==> src/rtl/bctc_pkg.sv <==
`timescale 1ns / 1ps
package bctc_pkg;

    localparam int SLOT_W  = 6;
    localparam int BLOCK_W = 32;
    localparam int STAMP_W = 32;

    typedef enum logic [1:0] {
        CMD_READ     = 2'd0,
        CMD_WRITE    = 2'd1,
        CMD_UNCACHED = 2'd2,
        CMD_FLUSH    = 2'd3
    } t_cmd;

    typedef enum logic [1:0] {
        K_READY = 2'd0,
        K_FILL  = 2'd1,
        K_WBACK = 2'd2,
        K_DONE  = 2'd3
    } t_kind;

    typedef enum logic [1:0] {
        SCAN_LOOK  = 2'd0,
        SCAN_ALL   = 2'd1,
        SCAN_MATCH = 2'd2
    } t_scan_mode;

    typedef enum logic [2:0] {
        ST_IDLE   = 3'd0,
        ST_LOOK   = 3'd1,
        ST_DECIDE = 3'd2,
        ST_WBACK  = 3'd3,
        ST_UPD    = 3'd4,
        ST_FIN    = 3'd5
    } t_state;

    typedef struct packed {
        logic       load;
        logic       scan_start;
        t_scan_mode scan_mode;
        logic       commit;
        logic       done;
    } t_dp_cmd;

    typedef struct packed {
        logic scan_done;
        logic hit;
        logic have_clean;
        logic any_dirty;
    } t_dp_stat;

endpackage

==> src/rtl/bctc_ram.sv <==
`timescale 1ns / 1ps
module bctc_ram #(
    parameter int WIDTH = 32,
    parameter int DEPTH = 16
) (
    input  logic                     i_clk,
    input  logic                     i_we,
    input  logic [$clog2(DEPTH)-1:0] i_waddr,
    input  logic [WIDTH-1:0]         i_wdata,
    input  logic [$clog2(DEPTH)-1:0] i_raddr,
    output logic [WIDTH-1:0]         o_rdata
);

    logic [WIDTH-1:0] r_mem [DEPTH];
    logic [WIDTH-1:0] r_rdata;

    always_ff @(posedge i_clk) begin
        if (i_we) begin
            r_mem[i_waddr] <= i_wdata;
        end
        r_rdata <= r_mem[i_raddr];
    end

    assign o_rdata = r_rdata;

endmodule

==> src/rtl/bctc_datapath.sv <==
`timescale 1ns / 1ps
module bctc_datapath import bctc_pkg::*; #(
    parameter int ENTRIES = 16
) (
    input  logic               i_clk,
    input  logic               i_rst_n,
    input  t_dp_cmd            i_ctl,
    input  logic [1:0]         i_req_cmd,
    input  logic [BLOCK_W-1:0] i_block,
    input  logic               i_partial,
    input  logic [STAMP_W-1:0] i_now,
    output t_dp_stat           o_stat,
    output logic               o_valid,
    output logic [1:0]         o_kind,
    output logic [SLOT_W-1:0]  o_slot,
    output logic [BLOCK_W-1:0] o_block_out,
    output logic               o_last
);

    localparam int IW = $clog2(ENTRIES);
    localparam logic [IW-1:0] LAST_IDX = IW'(ENTRIES - 1);

    // request
    logic [BLOCK_W-1:0] r_blk;
    logic [STAMP_W-1:0] r_now;
    logic               r_partial;
    logic               r_is_write;

    // scan engine
    t_scan_mode         r_mode;
    logic               r_issue;
    logic               r_pend;
    logic [IW-1:0]      r_raddr;
    logic [IW-1:0]      r_pidx;

    // lookup results
    logic               r_hit;
    logic [IW-1:0]      r_hit_idx;
    logic               r_have_clean;
    logic [IW-1:0]      r_clean_idx;
    logic [STAMP_W-1:0] r_clean_stamp;
    logic [IW-1:0]      r_all_idx;
    logic [STAMP_W-1:0] r_all_stamp;

    // per-slot state
    logic [ENTRIES-1:0] r_written;
    logic [ENTRIES-1:0] r_valid;
    logic [ENTRIES-1:0] r_dirty;
    logic               r_any_dirty;

    // result register
    logic               r_o_valid;
    t_kind              r_o_kind;
    logic [SLOT_W-1:0]  r_o_slot;
    logic [BLOCK_W-1:0] r_o_block;
    logic               r_o_last;

    logic [BLOCK_W-1:0] tag_rd;
    logic [STAMP_W-1:0] stamp_rd;
    logic [BLOCK_W-1:0] eff_tag;
    logic [STAMP_W-1:0] eff_stamp;
    logic               tag_eq;
    logic               hit_now;
    logic               scan_done;
    logic               clean_take;
    logic               all_take;
    logic               wb_emit;
    logic [IW-1:0]      sel_idx;
    logic               keep_valid;
    logic               need_fill;

    bctc_ram #(.WIDTH(BLOCK_W), .DEPTH(ENTRIES)) u_tag_ram (
        .i_clk   (i_clk),
        .i_we    (i_ctl.commit),
        .i_waddr (sel_idx),
        .i_wdata (r_blk),
        .i_raddr (r_raddr),
        .o_rdata (tag_rd)
    );

    bctc_ram #(.WIDTH(STAMP_W), .DEPTH(ENTRIES)) u_stamp_ram (
        .i_clk   (i_clk),
        .i_we    (i_ctl.commit),
        .i_waddr (sel_idx),
        .i_wdata (r_now),
        .i_raddr (r_raddr),
        .o_rdata (stamp_rd)
    );

    // a slot never written reads as tag zero and stamp zero
    assign eff_tag   = r_written[r_pidx] ? tag_rd : '0;
    assign eff_stamp = r_written[r_pidx] ? stamp_rd : '0;
    assign tag_eq    = (eff_tag == r_blk);

    assign hit_now    = r_pend && (r_mode == SCAN_LOOK) && tag_eq;
    assign scan_done  = r_pend && ((r_pidx == LAST_IDX) || hit_now);
    assign clean_take = r_pend && (r_mode == SCAN_LOOK) && !r_dirty[r_pidx]
                        && (!r_have_clean || (eff_stamp < r_clean_stamp));
    assign all_take   = r_pend && (r_mode == SCAN_LOOK)
                        && ((r_pidx == '0) || (eff_stamp < r_all_stamp));
    assign wb_emit    = r_pend && (r_mode != SCAN_LOOK) && r_dirty[r_pidx]
                        && ((r_mode == SCAN_ALL) || tag_eq);

    assign sel_idx    = r_hit ? r_hit_idx : (r_have_clean ? r_clean_idx : r_all_idx);
    assign keep_valid = r_hit && r_valid[sel_idx];
    assign need_fill  = !keep_valid && (!r_is_write || r_partial);

    always_ff @(posedge i_clk) begin
        if (!i_rst_n) begin
            r_mode       <= SCAN_LOOK;
            r_issue      <= 1'b0;
            r_pend       <= 1'b0;
            r_hit        <= 1'b0;
            r_have_clean <= 1'b0;
            r_written    <= '0;
            r_valid      <= '0;
            r_dirty      <= '0;
            r_any_dirty  <= 1'b0;
            r_o_valid    <= 1'b0;
        end else begin
            r_o_valid <= 1'b0;
            if (i_ctl.scan_start) begin
                r_mode       <= i_ctl.scan_mode;
                r_issue      <= 1'b1;
                r_pend       <= 1'b0;
                r_hit        <= 1'b0;
                r_have_clean <= 1'b0;
            end else begin
                if (r_issue) begin
                    r_pend <= 1'b1;
                    if (r_raddr == LAST_IDX) begin
                        r_issue <= 1'b0;
                    end
                end else begin
                    r_pend <= 1'b0;
                end
                // first matching slot ends the lookup
                if (hit_now) begin
                    r_issue <= 1'b0;
                    r_pend  <= 1'b0;
                    r_hit   <= 1'b1;
                end
                if (clean_take) begin
                    r_have_clean <= 1'b1;
                end
                if (wb_emit) begin
                    r_dirty[r_pidx] <= 1'b0;
                    r_o_valid       <= 1'b1;
                end
                if (scan_done && (r_mode == SCAN_ALL)) begin
                    r_any_dirty <= 1'b0;
                end
            end
            if (i_ctl.commit) begin
                r_written[sel_idx] <= 1'b1;
                r_valid[sel_idx]   <= keep_valid || need_fill || r_is_write;
                if (r_is_write) begin
                    r_dirty[sel_idx] <= 1'b1;
                    r_any_dirty      <= 1'b1;
                end
                r_o_valid <= 1'b1;
            end
            if (i_ctl.done) begin
                r_o_valid <= 1'b1;
            end
        end
    end

    always_ff @(posedge i_clk) begin
        if (i_ctl.load) begin
            r_blk      <= i_block;
            r_now      <= i_now;
            r_partial  <= i_partial;
            r_is_write <= (t_cmd'(i_req_cmd) == CMD_WRITE);
        end
        if (i_ctl.scan_start) begin
            r_raddr <= '0;
        end else if (r_issue && (r_raddr != LAST_IDX)) begin
            r_raddr <= r_raddr + IW'(1);
        end
        if (r_issue) begin
            r_pidx <= r_raddr;
        end
        if (hit_now) begin
            r_hit_idx <= r_pidx;
        end
        if (clean_take) begin
            r_clean_idx   <= r_pidx;
            r_clean_stamp <= eff_stamp;
        end
        if (all_take) begin
            r_all_idx   <= r_pidx;
            r_all_stamp <= eff_stamp;
        end
        if (wb_emit) begin
            r_o_kind  <= K_WBACK;
            r_o_slot  <= SLOT_W'(r_pidx);
            r_o_block <= eff_tag;
            r_o_last  <= 1'b0;
        end else if (i_ctl.commit) begin
            r_o_kind  <= need_fill ? K_FILL : K_READY;
            r_o_slot  <= SLOT_W'(sel_idx);
            r_o_block <= need_fill ? r_blk : '0;
            r_o_last  <= 1'b1;
        end else if (i_ctl.done) begin
            r_o_kind  <= K_DONE;
            r_o_slot  <= '0;
            r_o_block <= '0;
            r_o_last  <= 1'b1;
        end
    end

    assign o_stat.scan_done  = scan_done;
    assign o_stat.hit        = r_hit;
    assign o_stat.have_clean = r_have_clean;
    assign o_stat.any_dirty  = r_any_dirty;

    assign o_valid     = r_o_valid;
    assign o_kind      = r_o_kind;
    assign o_slot      = r_o_slot;
    assign o_block_out = r_o_block;
    assign o_last      = r_o_last;

    a_last_marks_final: assert property (@(posedge i_clk) disable iff (!i_rst_n)
        r_o_valid |-> (r_o_last == (r_o_kind != K_WBACK)))
        else $error("last flag disagrees with result kind");

    a_start_when_quiet: assert property (@(posedge i_clk) disable iff (!i_rst_n)
        i_ctl.scan_start |-> (!r_issue && !r_pend))
        else $error("scan started while another scan runs");

    a_commit_no_scan: assert property (@(posedge i_clk) disable iff (!i_rst_n)
        i_ctl.commit |-> (!r_issue && !r_pend))
        else $error("tag write during a scan");

    a_write_sets_dirty: assert property (@(posedge i_clk) disable iff (!i_rst_n)
        (i_ctl.commit && r_is_write) |=> (r_any_dirty && r_dirty[$past(sel_idx)]))
        else $error("cached write left the slot clean");

endmodule

==> src/rtl/bctc_controller.sv <==
`timescale 1ns / 1ps
module bctc_controller import bctc_pkg::*; (
    input  logic       i_clk,
    input  logic       i_rst_n,
    input  logic       i_start,
    input  logic [1:0] i_cmd,
    input  t_dp_stat   i_stat,
    output t_dp_cmd    o_ctl,
    output logic       o_busy
);

    t_state r_state;
    t_state n_state;
    t_cmd   r_req;
    logic   req_cached;
    logic   new_cached;

    assign req_cached = (r_req == CMD_READ) || (r_req == CMD_WRITE);
    assign new_cached = (t_cmd'(i_cmd) == CMD_READ) || (t_cmd'(i_cmd) == CMD_WRITE);

    always_ff @(posedge i_clk) begin
        if (!i_rst_n) begin
            r_state <= ST_IDLE;
            r_req   <= CMD_READ;
        end else begin
            r_state <= n_state;
            if ((r_state == ST_IDLE) && i_start) begin
                r_req <= t_cmd'(i_cmd);
            end
        end
    end

    always_comb begin
        n_state = r_state;
        case (r_state)
            ST_IDLE: begin
                if (i_start) begin
                    if (new_cached) begin
                        n_state = ST_LOOK;
                    end else if (i_stat.any_dirty) begin
                        n_state = ST_WBACK;
                    end else begin
                        n_state = ST_FIN;
                    end
                end
            end
            ST_LOOK: begin
                if (i_stat.scan_done) begin
                    n_state = ST_DECIDE;
                end
            end
            ST_DECIDE: begin
                n_state = (i_stat.hit || i_stat.have_clean) ? ST_UPD : ST_WBACK;
            end
            ST_WBACK: begin
                if (i_stat.scan_done) begin
                    n_state = req_cached ? ST_UPD : ST_FIN;
                end
            end
            ST_UPD:  n_state = ST_IDLE;
            ST_FIN:  n_state = ST_IDLE;
            default: n_state = ST_IDLE;
        endcase
    end

    always_comb begin
        o_ctl = '{load: 1'b0, scan_start: 1'b0, scan_mode: SCAN_LOOK,
                  commit: 1'b0, done: 1'b0};
        case (r_state)
            ST_IDLE: begin
                if (i_start) begin
                    o_ctl.load = 1'b1;
                    if (new_cached) begin
                        o_ctl.scan_start = 1'b1;
                        o_ctl.scan_mode  = SCAN_LOOK;
                    end else if (i_stat.any_dirty) begin
                        o_ctl.scan_start = 1'b1;
                        o_ctl.scan_mode  = (t_cmd'(i_cmd) == CMD_FLUSH) ? SCAN_ALL
                                                                         : SCAN_MATCH;
                    end
                end
            end
            ST_DECIDE: begin
                // no clean slot: write back everything before picking a victim
                if (!(i_stat.hit || i_stat.have_clean)) begin
                    o_ctl.scan_start = 1'b1;
                    o_ctl.scan_mode  = SCAN_ALL;
                end
            end
            ST_UPD:  o_ctl.commit = 1'b1;
            ST_FIN:  o_ctl.done = 1'b1;
            default: o_ctl.done = 1'b0;
        endcase
    end

    assign o_busy = (r_state != ST_IDLE);

endmodule

==> src/rtl/block_cache_tag_controller_core.sv <==
`timescale 1ns / 1ps
// Tag and replacement controller for a fully associative write-back block cache.
// Request channel: a request (i_cmd, i_block, i_partial, i_now) transfers at a
// rising edge with start high and busy low; busy stays high until the last result
// of that request has been registered.
// Result channel: each result (o_kind, o_slot, o_block_out, o_last) is shown for
// one cycle with o_valid high; o_last marks the final result of a request. The
// receiver cannot stall, so results leave at one per cycle as they are found.
// Timing: a scan reads tag and stamp memories one slot per cycle through
// one read port. A hit ends the scan at the matching slot; a miss with a clean
// victim scans every slot, and a miss with no clean slot adds a write-back pass
// over all slots. Uncached access and flush scan only when any slot is dirty.
// A new request may start in the cycle after the final result is registered.
// Reset: synchronous, active low; all slots read as tag 0, stamp 0, no data,
// clean. Per-slot written bits stand in for the memory contents, so there is no
// clearing pass.
module block_cache_tag_controller_core import bctc_pkg::*; #(
    parameter int ENTRIES = 16
) (
    input  logic               i_clk,
    input  logic               i_rst_n,
    input  logic               start,
    output logic               busy,
    input  logic [1:0]         i_cmd,
    input  logic [BLOCK_W-1:0] i_block,
    input  logic               i_partial,
    input  logic [STAMP_W-1:0] i_now,
    output logic               o_valid,
    output logic [1:0]         o_kind,
    output logic [SLOT_W-1:0]  o_slot,
    output logic [BLOCK_W-1:0] o_block_out,
    output logic               o_last
);

    t_dp_cmd  ctl;
    t_dp_stat stat;

    bctc_controller u_ctrl (
        .i_clk   (i_clk),
        .i_rst_n (i_rst_n),
        .i_start (start),
        .i_cmd   (i_cmd),
        .i_stat  (stat),
        .o_ctl   (ctl),
        .o_busy  (busy)
    );

    bctc_datapath #(.ENTRIES(ENTRIES)) u_dp (
        .i_clk       (i_clk),
        .i_rst_n     (i_rst_n),
        .i_ctl       (ctl),
        .i_req_cmd   (i_cmd),
        .i_block     (i_block),
        .i_partial   (i_partial),
        .i_now       (i_now),
        .o_stat      (stat),
        .o_valid     (o_valid),
        .o_kind      (o_kind),
        .o_slot      (o_slot),
        .o_block_out (o_block_out),
        .o_last      (o_last)
    );

endmodule
==> config.mk <==
export PLATFORM = sky130hd
export DESIGN_NAME = block_cache_tag_controller_core
export DESIGN_NICKNAME = d
export VERILOG_FILES = /design/src/rtl/bctc_pkg.sv /design/src/rtl/bctc_ram.sv /design/src/rtl/bctc_datapath.sv /design/src/rtl/bctc_controller.sv /design/src/rtl/block_cache_tag_controller_core.sv
export SDC_FILE = /design/constraint.sdc
export NUM_CORES = 1
export LEC_CHECK = 0
export BUFFER_PORTS_ARGS = -buffer_cell sky130_fd_sc_hd__buf_4
export CORE_UTILIZATION = 56
export DETAILED_ROUTE_END_ITERATION = 12
export PLACE_DENSITY_LB_ADDON = 0.05
export SLEW_MARGIN = 0
export SYNTH_ARGS = -nofsm -noshare
export SYNTH_HDL_FRONTEND = slang
export SYNTH_SLANG_ARGS = --single-unit
==> constraint.sdc <==
create_clock -name i_clk -period 6.15 [get_ports i_clk]
set_clock_uncertainty 0.15 [all_clocks]
set_input_delay 1.845 -clock i_clk [delete_from_list [all_inputs] [get_ports i_clk]]
set_output_delay 1.845 -clock i_clk [all_outputs]
set_load 0.005 [all_outputs]
# ---- After elaboration in Yosys (flattened, before gate mapping)
# Memories as Yosys holds them, arrays and structs flattened. A register that Yosys moved wholly into a read port is not among the register bits.
# Index checks and enable logic that the tools add are counted.
dict set report word_totals {
  register_bits 250
  ramBits 1024
  in_bits 70
  out_inout_bits 43
  memories 2
}
dict set report classes {
  addsub 1
  magnitude_cmp 6
  eq_ne 16
  mux 64
  bitwise_logic 5
  reduce_logical 42
}
# memory depth word_bits rd rd_ports_with_merged_regs write_ports line_no
set mem_list {}
lappend mem_list {u_dp.u_stamp_ram.r_mem 16 32 1 1 1 bctc_ram.sv:14} ;# logic [WIDTH-1:0] r_mem [DEPTH];
lappend mem_list {u_dp.u_tag_ram.r_mem 16 32 1 1 1 bctc_ram.sv:14}
# operator n
set ops {}
lappend ops {{2-to-1 mux 32 bit} 6}
lappend ops {{2-to-1 mux 16 bit} 5}
lappend ops {{< comparator 32 bit} 2}
lappend ops {{== test 32 bit} 1}
lappend ops {{bitwise OR 16 bit} 2}
lappend ops {{2-to-1 mux 1 bit} 27}
lappend ops {{2-to-1 mux 3 bit} 9}
lappend ops {{2-to-1 mux 4 bit} 6}
lappend ops {{AND 16 bit} 1}
lappend ops {{bitwise mux 16 bit} 1}
lappend ops {{logical AND 1 bit} 16}
lappend ops {{NOT 16 bit} 1}
lappend ops {{binary-select mux 1 bit (select 4 bit)} 3}
lappend ops {{case mux 3 bit (4 select lines)} 1}
lappend ops {{logical OR 1 bit} 10}
lappend ops {{< comparator 4 x 5 -> 1 bit, second input constant} 2}
lappend ops {{demux 1 bit (select 4 bit)} 2}
lappend ops {{== test 4 bit, second input constant} 2}
lappend ops {{>= comparator 4 x 1 -> 1 bit, second input constant} 2}
lappend ops {{== test 2 x 1 -> 1 bit, second input constant} 3}
lappend ops {{== test 3 x 2 -> 1 bit, second input constant} 2}
lappend ops {{== test 3 bit, second input constant} 2}
lappend ops {{zero test 2 bit} 3}
lappend ops {{2-to-1 mux 2 bit} 3}
lappend ops {{other kinds (16)} 22}

# ---- Longest topological paths before layout
# Gate-level depths: netlist of the first run.
dict set report logic_depth {
  ltp_word 12
  ltp_mapped 19
  mapped_depth_nobuf 15
}

# ---- Modules after synthesis
# From an unflattened synthesis of the first run, not the netlist that was laid out.
dict set report unflattened {
  cells_unflattened 2788
  area_unflattened_um2 51814.7
}
# module n_inst cells_per_inst area_per_inst_um2
set by_module_without_submodules {}
lappend by_module_without_submodules {bctc_ram 2 838 19835.3}
lappend by_module_without_submodules {bctc_datapath 1 1075 11822.6}
lappend by_module_without_submodules {bctc_controller 1 37 321.6}

# ---- Worst setup path before layout of the first run
# OpenSTA, ideal clock, no wires.
dict set report synth_path {
  path_kind {register to register}
  startpoint {register u_dp.r_pidx[3]}
  endpoint {register u_dp.r_clean_idx[0] (enable)}
  t_arrival_ps 5238
  setup_slack_ps 321
  stages_incl_launch_ff 20
  path_buffers 4
  synth_period_minus_slack_ps 5829
  path_cell_list {edfxtp_1 > buf_4 > nor2_1 > a22oi_2 > nand3_1 > buf_2 > nand2_1 > buf_4 > clkbuf_1 > and2_1 > ha_1 > a21o_1 > a21o_1 > a21o_1 > a21o_1 > a21oi_1 > nor2_1 > a2111oi_0 > o21ai_0 > a21oi_1}
}
dict set report synth_between {
  elab_chain_len 6
  word_cells_on_any_way 10
  classes_between {1 x order compare; 5 x mux; 4 x reduce/logical}
}
# item line_no
set synth_rtl {}
lappend synth_rtl {{from (decl)} bctc_datapath.sv:34} ;# logic [IW-1:0] r_pidx;
lappend synth_rtl {{from (signal assigned)} bctc_datapath.sv:182} ;# r_pidx <= r_raddr;
lappend synth_rtl {{binary-select mux 1 bit (select 4 bit)} bctc_datapath.sv:92} ;# assign eff_stamp = r_written[r_pidx] ? stamp_rd : '0;
lappend synth_rtl {{2-to-1 mux 1 bit (not written as such)} bctc_datapath.sv:92}
lappend synth_rtl {{2-to-1 mux 32 bit} bctc_datapath.sv:92}
lappend synth_rtl {{via u_dp.eff_stamp[17]} bctc_datapath.sv:61} ;# logic [STAMP_W-1:0] eff_stamp;
lappend synth_rtl {{< comparator 32 bit} bctc_datapath.sv:98} ;# && (!r_have_clean || (eff_stamp < r_clean_stamp));
lappend synth_rtl {{logical OR 1 bit} bctc_datapath.sv:98}
lappend synth_rtl {{logical AND 1 bit} bctc_datapath.sv:98}
lappend synth_rtl {{via u_dp.clean_take} bctc_datapath.sv:65} ;# logic clean_take;
lappend synth_rtl {{to (signal assigned)} bctc_datapath.sv:188} ;# r_clean_idx <= r_pidx;
lappend synth_rtl {{to (decl)} bctc_datapath.sv:40} ;# logic [IW-1:0] r_clean_idx;
# The timed path passes the listed nets, and every way through them passes these cells. The select of a mux whose other input is x is not followed.
# A chain may end at the register's enable or synchronous reset.

# ---- Worst setup path after layout of the first run
dict set report layout_path {
  startpoint {register u_dp.r_pidx[1]}
  endpoint {register u_dp.r_all_stamp[14] (enable)}
}
dict set report layout_between {
  elab_chain_len 6
  word_cells_on_any_way 7
  classes_between {1 x order compare; 3 x mux; 3 x reduce/logical}
}
# item line_no
set layout_rtl {}
lappend layout_rtl {{binary-select mux 1 bit (select 4 bit)} bctc_datapath.sv:92}
lappend layout_rtl {{2-to-1 mux 1 bit (not written as such)} bctc_datapath.sv:92}
lappend layout_rtl {{2-to-1 mux 32 bit} bctc_datapath.sv:92}
lappend layout_rtl {{via u_dp.eff_stamp[5]} bctc_datapath.sv:61}
lappend layout_rtl {{< comparator 32 bit} bctc_datapath.sv:100} ;# && ((r_pidx == '0) || (eff_stamp < r_all_stamp));
lappend layout_rtl {{logical OR 1 bit} bctc_datapath.sv:100}
lappend layout_rtl {{logical AND 1 bit} bctc_datapath.sv:100}
lappend layout_rtl {{via u_dp.all_take} bctc_datapath.sv:66} ;# logic all_take;
lappend layout_rtl {{to (signal assigned)} bctc_datapath.sv:193} ;# r_all_stamp <= eff_stamp;
lappend layout_rtl {{to (decl)} bctc_datapath.sv:43} ;# logic [STAMP_W-1:0] r_all_stamp;
# The timed path passes the listed nets, and every way through them passes these cells. The select of a mux whose other input is x is not followed.

==> flow_metrics.tcl, run 1 <==
set metrics [dict create \
    core_area_um2 91500 \
    wl_per_cell_um 29.4 \
    cp.arrival_ns 5.50 \
    worstMarginPinSlew_ns 1.17 \
    synth_edf_count 1206 \
    rows 111 \
    drt-pass1-iter-count 5 \
    p_sw_share_pct 25.3 \
    outcome "finished clean" \
    slew_violations 0 \
    rsz0062_at_grt "false" \
    setup_viol 0 \
    synthCells 2552 \
    ys.flop_type "edfxtp_1" \
    min_period_ns 5.23 \
    p_int_mw 17.2 \
    final_area_um2 58700 \
    ys_types 64 \
    total_leakage_power_nw 19.2 \
    yosysSeqAreaShare_pct 75.2 \
    cp_max_fo 27 \
    post_cts_buffers 0 \
    power_switching_mw 5.82 \
    die_w_um 306 \
    drive_above_1_share_pct 25.9 \
    postRouteWirelength_um 119000 \
    dp_hpwl_um 66300 \
    pin_count 113 \
    peakVddDrop_v 0.000343 \
    drt_iter0_markers 2646 \
    path_clk_slew_ns 0.06 \
    clockRootBuffer "clkbuf_16" \
    cts_resized 0 \
    syn_area_per_cell_um2 20.2 \
    startpoint_type "flip-flop" \
    grt_pass1_vias 25761 \
    track_usage_pct 26.0 \
    seqPwrFrac_pct 48.4 \
    total_power_mw 23.0 \
    power.share.combinational_pct 16.6 \
    cp.required_ns 6.42 \
    syn_area_um2 51700 \
    r2r_slack_ns 0.92 \
    drc 0 \
    antenna_found_initial 2 \
    critPathKind "flip-flop to flip-flop" \
    grt_start_max_net_pins 102 \
    dieHeight_um 306 \
    clk_latency_ns 0.74 \
    portBuffers 110 \
    async_flop_share_pct 0 \
    place_congestion 0.894 \
    ant_nets 0 \
    cts.sinks 1337 \
    htreeDepth 4 \
    final_nets 2887 \
    cts_hold_buf 0 \
    power.density_nw_per_um2 392 \
    fin_crit_sh_pct 85.1 \
    overflow 0 \
    area_growth_pct 13.7 \
    cts_buffers 137 \
    max_slew_margin_pct 21.9 \
    grt_pass1_wl_um 174000 \
    hold_class "flip-flop to flip-flop" \
    placed_area_um2 54300 \
    synth_warnings 0 \
    cap_violations 0 \
    clock.fmax_mhz 191 \
    routed_via_density 6.28 \
    initial_core_util_pct 56.4 \
    antenna_cells 0 \
    whs_ns 0.314 \
    clockBufferDepth 3 \
    num_vias 25448 \
    tns_ns 0 \
    hold_viol 0 \
    endpoint_kind "flip-flop" \
    cts_tree "done" \
    nFillCells 6164 \
    die-area_um2 93500 \
    clkPwrFrac_pct 35.0 \
    ys_ff_latch 1337 \
]
==> state kept, by name, indices dropped and copies added, names as in the netlist, 32 cells and up <==
name / flops
u_dp.u_stamp_ram.o_rdata: 32
u_dp.r_now: 32
u_dp.u_tag_ram.o_rdata: 32
u_dp.u_stamp_ram.r_mem: 512
u_dp.r_clean_stamp: 32
u_dp.r_blk: 32
u_dp.u_tag_ram.r_mem: 512
u_dp.o_block_out: 32
u_dp.r_all_stamp: 32
==> cell usage after synthesis, types with 3 or more instances <==
library cell | instances | area, µm²
edfxtp_1 | 1206 | 36200
mux4_2 | 330 | 7430
dfxtp_1 | 131 | 2620
nand2_1 | 118 | 443
inv_1 | 77 | 289
nor2_1 | 76 | 285
clkbuf_1 | 71 | 267
ha_1 | 63 | 788
a21oi_1 | 57 | 285
and2_1 | 48 | 300
mux2i_1 | 47 | 470
o21a_1 | 36 | 270
a21o_1 | 33 | 248
buf_1 | 27 | 101
nor3_1 | 22 | 110
o21ai_0 | 22 | 110
or3_1 | 15 | 93.8
nand4_1 | 14 | 87.6
xnor2_1 | 14 | 123
nand3_1 | 13 | 65.1
a31oi_1 | 12 | 75.1
nand3b_1 | 9 | 67.6
buf_2 | 8 | 40.0
nand2b_1 | 8 | 50.1
nor2b_1 | 8 | 50.1
buf_4 | 5 | 37.5
buf_6 | 5 | 56.3
o22ai_1 | 5 | 31.3
a211oi_1 | 4 | 30.0
a21boi_0 | 4 | 30.0
mux2_1 | 4 | 45.0
o21ai_1 | 4 | 20.0
o221a_1 | 4 | 45.0
a2111oi_0 | 3 | 26.3
a221oi_1 | 3 | 26.3
and3_1 | 3 | 18.8
nor4_1 | 3 | 18.8
o221a_2 | 3 | 33.8
o221ai_1 | 3 | 26.3
o32ai_1 | 3 | 26.3
or2_2 | 3 | 18.8
==> worst max-delay path: stages, from the launching register on <==
cell and delay (ns):
edfxtp_1 0.54, mux2i_1 0.19, nand2_1 0.34, nand4_2 0.44
nand2_2 0.21, buf_4 0.30, and2_1 0.27, ha_1 0.27
a21o_1 0.16, a21o_1 0.17, a21oi_1 0.24, a21oi_1 0.13
a221oi_1 0.27, o21ai_0 0.13, a21oi_1 0.14, o21ai_0 0.18
a21oi_4 0.49, buf_12 0.26
==> path summary, 6_finish.rpt <==
path                                                   start                        endpoint  cells after the start
worst max-delay path                u_dp.r_pidx[1]$_DFFE_PP_  u_dp.r_all_stamp[14]$_DFFE_PP_                     17
worst min-delay path            u_dp.r_valid[0]$_SDFFE_PN0P_    u_dp.r_valid[0]$_SDFFE_PN0P_                      1
worst max register to register      u_dp.r_pidx[1]$_DFFE_PP_  u_dp.r_all_stamp[14]$_DFFE_PP_                     17
worst min register to register  u_dp.r_valid[0]$_SDFFE_PN0P_    u_dp.r_valid[0]$_SDFFE_PN0P_                      1
==> stage by stage <==
step	setup WS, ns	util, %	cells
floorplan	0.321	-	2553
global placement	1.11	59.4	3801
detailed placement	0.967	59.4	3801
CTS	0.943	64.2	4055
global route	0.647	64.2	4055
finish	0.915	64.2	4055
==> kinds of logic (layout without fill, tap and decap cells) <==
kind of cell    after synthesis  in the layout  share of synthesized area (%)
xor+xnor                     16             16                          0.271
other cells                   1              2                        0.00726
fa+ha+maj                    63             63                           1.53
mux                         381            381                           15.4
simple gates                347            347                           3.24
buf+inv                     194            510                           1.56
flops                      1337           1337                           75.2
compound gates              213            213                           2.81
==> area by class of cell <==
type | instances | area [µm²] | area share, %
clock buffer | 199 | 3930 | 6.69
clock inverter | 55 | 468 | 0.797
inverter | 77 | 292 | 0.496
multi-input combinational | 1022 | 12200 | 20.7
sequential | 1337 | 38900 | 66.2
tap | 1186 | 1480 | 2.53
timing repair buffer | 179 | 1530 | 2.61
==> cells in the final DEF (no fill, tap or decap), types with 22 or more instances in the layout <==
cell type,synthesis,layout
edfxtp_1,1206,1206
mux4_2,330,330
buf_4,5,164
clkbuf_16,0,143
dfxtp_1,131,127
nand2_1,118,117
inv_1,77,76
ha_1,63,63
nor2_1,76,60
a21oi_1,57,55
and2_1,48,48
mux2i_1,47,47
clkbuf_1,71,42
o21a_1,36,36
a21o_1,33,33
clkinv_2,0,23
nor3_1,22,22
o21ai_0,22,22
==> per-layer routing <==
metal	routed length (µm)	share of wire (%)	global-route usage (%)
met2	56900	48	40.6
met4	2690	2.3	7.49
met3	8160	6.9	4.35
met5	0	0	0
met1	51200	43	38.5
==> power groups by stage <==
stage	sequential [mW]	combinational, mW	clock, mW
floorplan	10.9	2.99	0
global placement	11.3	3.85	0
detailed placement	11.3	3.88	0
CTS	11.1	3.90	8.20
global route	11.2	4.13	8.52
finish	11.1	3.83	8.05
Note: power is estimated with default switching activity, not from simulation.
==> inputs of run 2 (changes only) <==
--- a/config.mk
+++ b/config.mk
@@ -6,7 +6,8 @@
 export NUM_CORES = 1
 export LEC_CHECK = 0
 export BUFFER_PORTS_ARGS = -buffer_cell sky130_fd_sc_hd__buf_4
-export CORE_UTILIZATION = 56
+export CORE_UTILIZATION = 58
+export CTS_BUF_LIST = sky130_fd_sc_hd__clkbuf_8
 export DETAILED_ROUTE_END_ITERATION = 12
 export PLACE_DENSITY_LB_ADDON = 0.05
 export SLEW_MARGIN = 0
==> flow_metrics.tcl, run 2 (synthesis gave the netlist of run 1 again) <==
set metrics [dict create \
    dieHeight_um 300 \
    clkPwrFrac_pct 31.6 \
    cts_tree "done" \
    grt_pass1_wl_um 173000 \
    drc 0 \
    final_nets 2953 \
    clockRootBuffer "clkbuf_8" \
    power.density_nw_per_um2 376 \
    cp.arrival_ns 5.99 \
    min-delay-start "u_dp.r_valid[1]$_SDFFE_PN0P_" \
    grt.busiest_layer "met2" \
    portBuffers 110 \
    initial_core_util_pct 58.5 \
    drt_iter0_markers 2930 \
    clockBufferDepth 3 \
    grt_pass1_vias 26133 \
    die_w_um 300 \
    fin_util_pct 65.9 \
    ff2ff_path_depth 12 \
    hold_path_end "u_dp.r_valid[1]$_SDFFE_PN0P_" \
    peakVddDrop_v 0.000318 \
    cts_buffers 207 \
    pin_count 113 \
    overflow 0 \
    r2r_slack_ns 0.61 \
    hold_class "flip-flop to flip-flop" \
    num_vias 25737 \
    cts.sinks 1337 \
    final_common_cell "edfxtp_1" \
    worstMarginPinSlew_ns 1.36 \
    total_power_mw 21.9 \
    power.share.combinational_pct 17.4 \
    outcome "finished clean" \
    rsz0062_at_grt "false" \
    p_sw_share_pct 26.5 \
    hold_viol 0 \
    p_int_mw 16.1 \
    track_usage_pct 26.9 \
    die-area_um2 90200 \
    top_regs "u_dp.u_stamp_ram.r_mem: 512 flops, u_dp.u_tag_ram.r_mem: 512 flops" \
    clk_latency_ns 0.86 \
    whs_ns 0.311 \
    hold_depth 1 \
    cts_hold_buf 0 \
    grt_use_met3_pct 5.01 \
    wl_per_cell_um 28.5 \
    slew_violations 0 \
    core_area_um2 88200 \
    startpoint_type "flip-flop" \
    seqPwrFrac_pct 50.9 \
    drt-pass1-iter-count 8 \
    tns_ns 0 \
    cp.required_ns 6.60 \
    total_leakage_power_nw 19.4 \
    max_slew_margin_pct 9.24 \
    critPathKind "flip-flop to flip-flop" \
    endpoint_kind "flip-flop" \
    cp_max_fo 39 \
    reg2reg_to "u_dp.o_slot[3]$_DFFE_PP_" \
    clock.fmax_mhz 180 \
    htreeDepth 4 \
    r2r-start "u_dp.r_pidx[1]$_DFFE_PP_" \
    routed_via_density 6.19 \
    power_switching_mw 5.80 \
    final_cell_mix "1206 x edfxtp_1, 330 x mux4_2, 229 x clkbuf_8" \
    use_met2_pct 41.1 \
    grt_start_max_net_pins 111 \
    cap_violations 0 \
    area_growth_pct 12.6 \
    setup_viol 0 \
    post_cts_buffers 0 \
    rows 109 \
    place_congestion 0.926 \
    postRouteWirelength_um 119000 \
    drive_above_1_share_pct 27.0 \
    path_clk_slew_ns 0.06 \
    grt.met1_usage_pct 40.2 \
    cts_resized 0 \
    dp_hpwl_um 66500 \
    ant_nets 0 \
    antenna_found_initial 4 \
    min_period_ns 5.54 \
    fin_crit_sh_pct 90.1 \
]
==> run 2: cell types whose count changed in the layout (fill, tap and decap cells not counted), moves of 2 or more <==
cell,change
bufinv_16,-2
inv_8,+2
buf_4,-4
clkinv_1,+21
diode_2,+2
clkbuf_16,-143
clkinv_4,-2
clkinv_2,-3
clkbuf_8,+215
clkbuf_1,-42
inv_1,+79
==> run 2: through the flow <==
stage	instances	setup WS (ns)	instance area, µm²
2_1_floorplan	2553	0.321	51700
3_3_place_gp	3776	0.861	54300
3_5_place_dp	3776	0.623	54300
4_1_cts	4155	0.618	58200
5_1_grt	4157	0.287	58200
6_report	4157	0.607	58200
==> run 2: power by group through the flow <==
stage | clock network (mW) | logic, mW | registers, mW
CTS | 7.06 | 3.88 | 11.1
global route | 7.43 | 4.12 | 11.2
finish | 6.92 | 3.82 | 11.2
global placement | 0 | 3.82 | 11.3
floorplan | 0 | 2.99 | 10.9
detailed placement | 0 | 3.86 | 11.3
==> run 2: metal layers <==
metal  part of all wire, %  wire, µm
met2                    48     56500
met1                    43     51200
met3                   7.1      8360
met5                 0.019        23
met4                   2.1      2460
==> run 2: critical path: stages (launching register included) <==
cell and delay [ns]:
edfxtp_1 0.94, nor2b_1 0.28, a22oi_2 0.23, nand3_1 0.11, buf_4 0.21, nand2_2 0.33
buf_4 0.45, a21boi_0 0.15, a2111oi_0 0.73, and4b_1 0.56, a31o_4 0.22, buf_4 0.52
mux2_1 0.38
==> run 2: worst max-delay path by stage <==
stage,slack (ns),cells past startpoint,endpoint,start
floorplan,0.32,19,u_dp.r_clean_idx[0]$_DFFE_PP_,u_dp.r_pidx[3]$_DFFE_PP_
global placement,0.86,17,u_dp.r_clean_stamp[5]$_DFFE_PP_,u_dp.r_pidx[1]$_DFFE_PP_
detailed placement,0.62,12,u_dp.o_slot[2]$_DFFE_PP_,u_dp.r_pidx[1]$_DFFE_PP_
CTS,0.62,11,u_dp.o_block_out[21]$_DFFE_PP_,u_dp.r_pidx[1]$_DFFE_PP_
global route,0.29,10,u_dp.o_block_out[24]$_DFFE_PP_,u_dp.r_pidx[1]$_DFFE_PP_
finish,0.61,12,u_dp.o_slot[3]$_DFFE_PP_,u_dp.r_pidx[1]$_DFFE_PP_
==> run 2: layout make-up <==
cell class / instances / area, µm²
sequential: 1337 / 38900
fill: 5799 / 30100
multi-input combinational: 1022 / 12200
clock buffer: 229 / 3150
timing repair buffer: 175 / 1500
tap: 1165 / 1460
clock inverter: 150 / 753
inverter: 77 / 292
antenna: 2 / 5.00
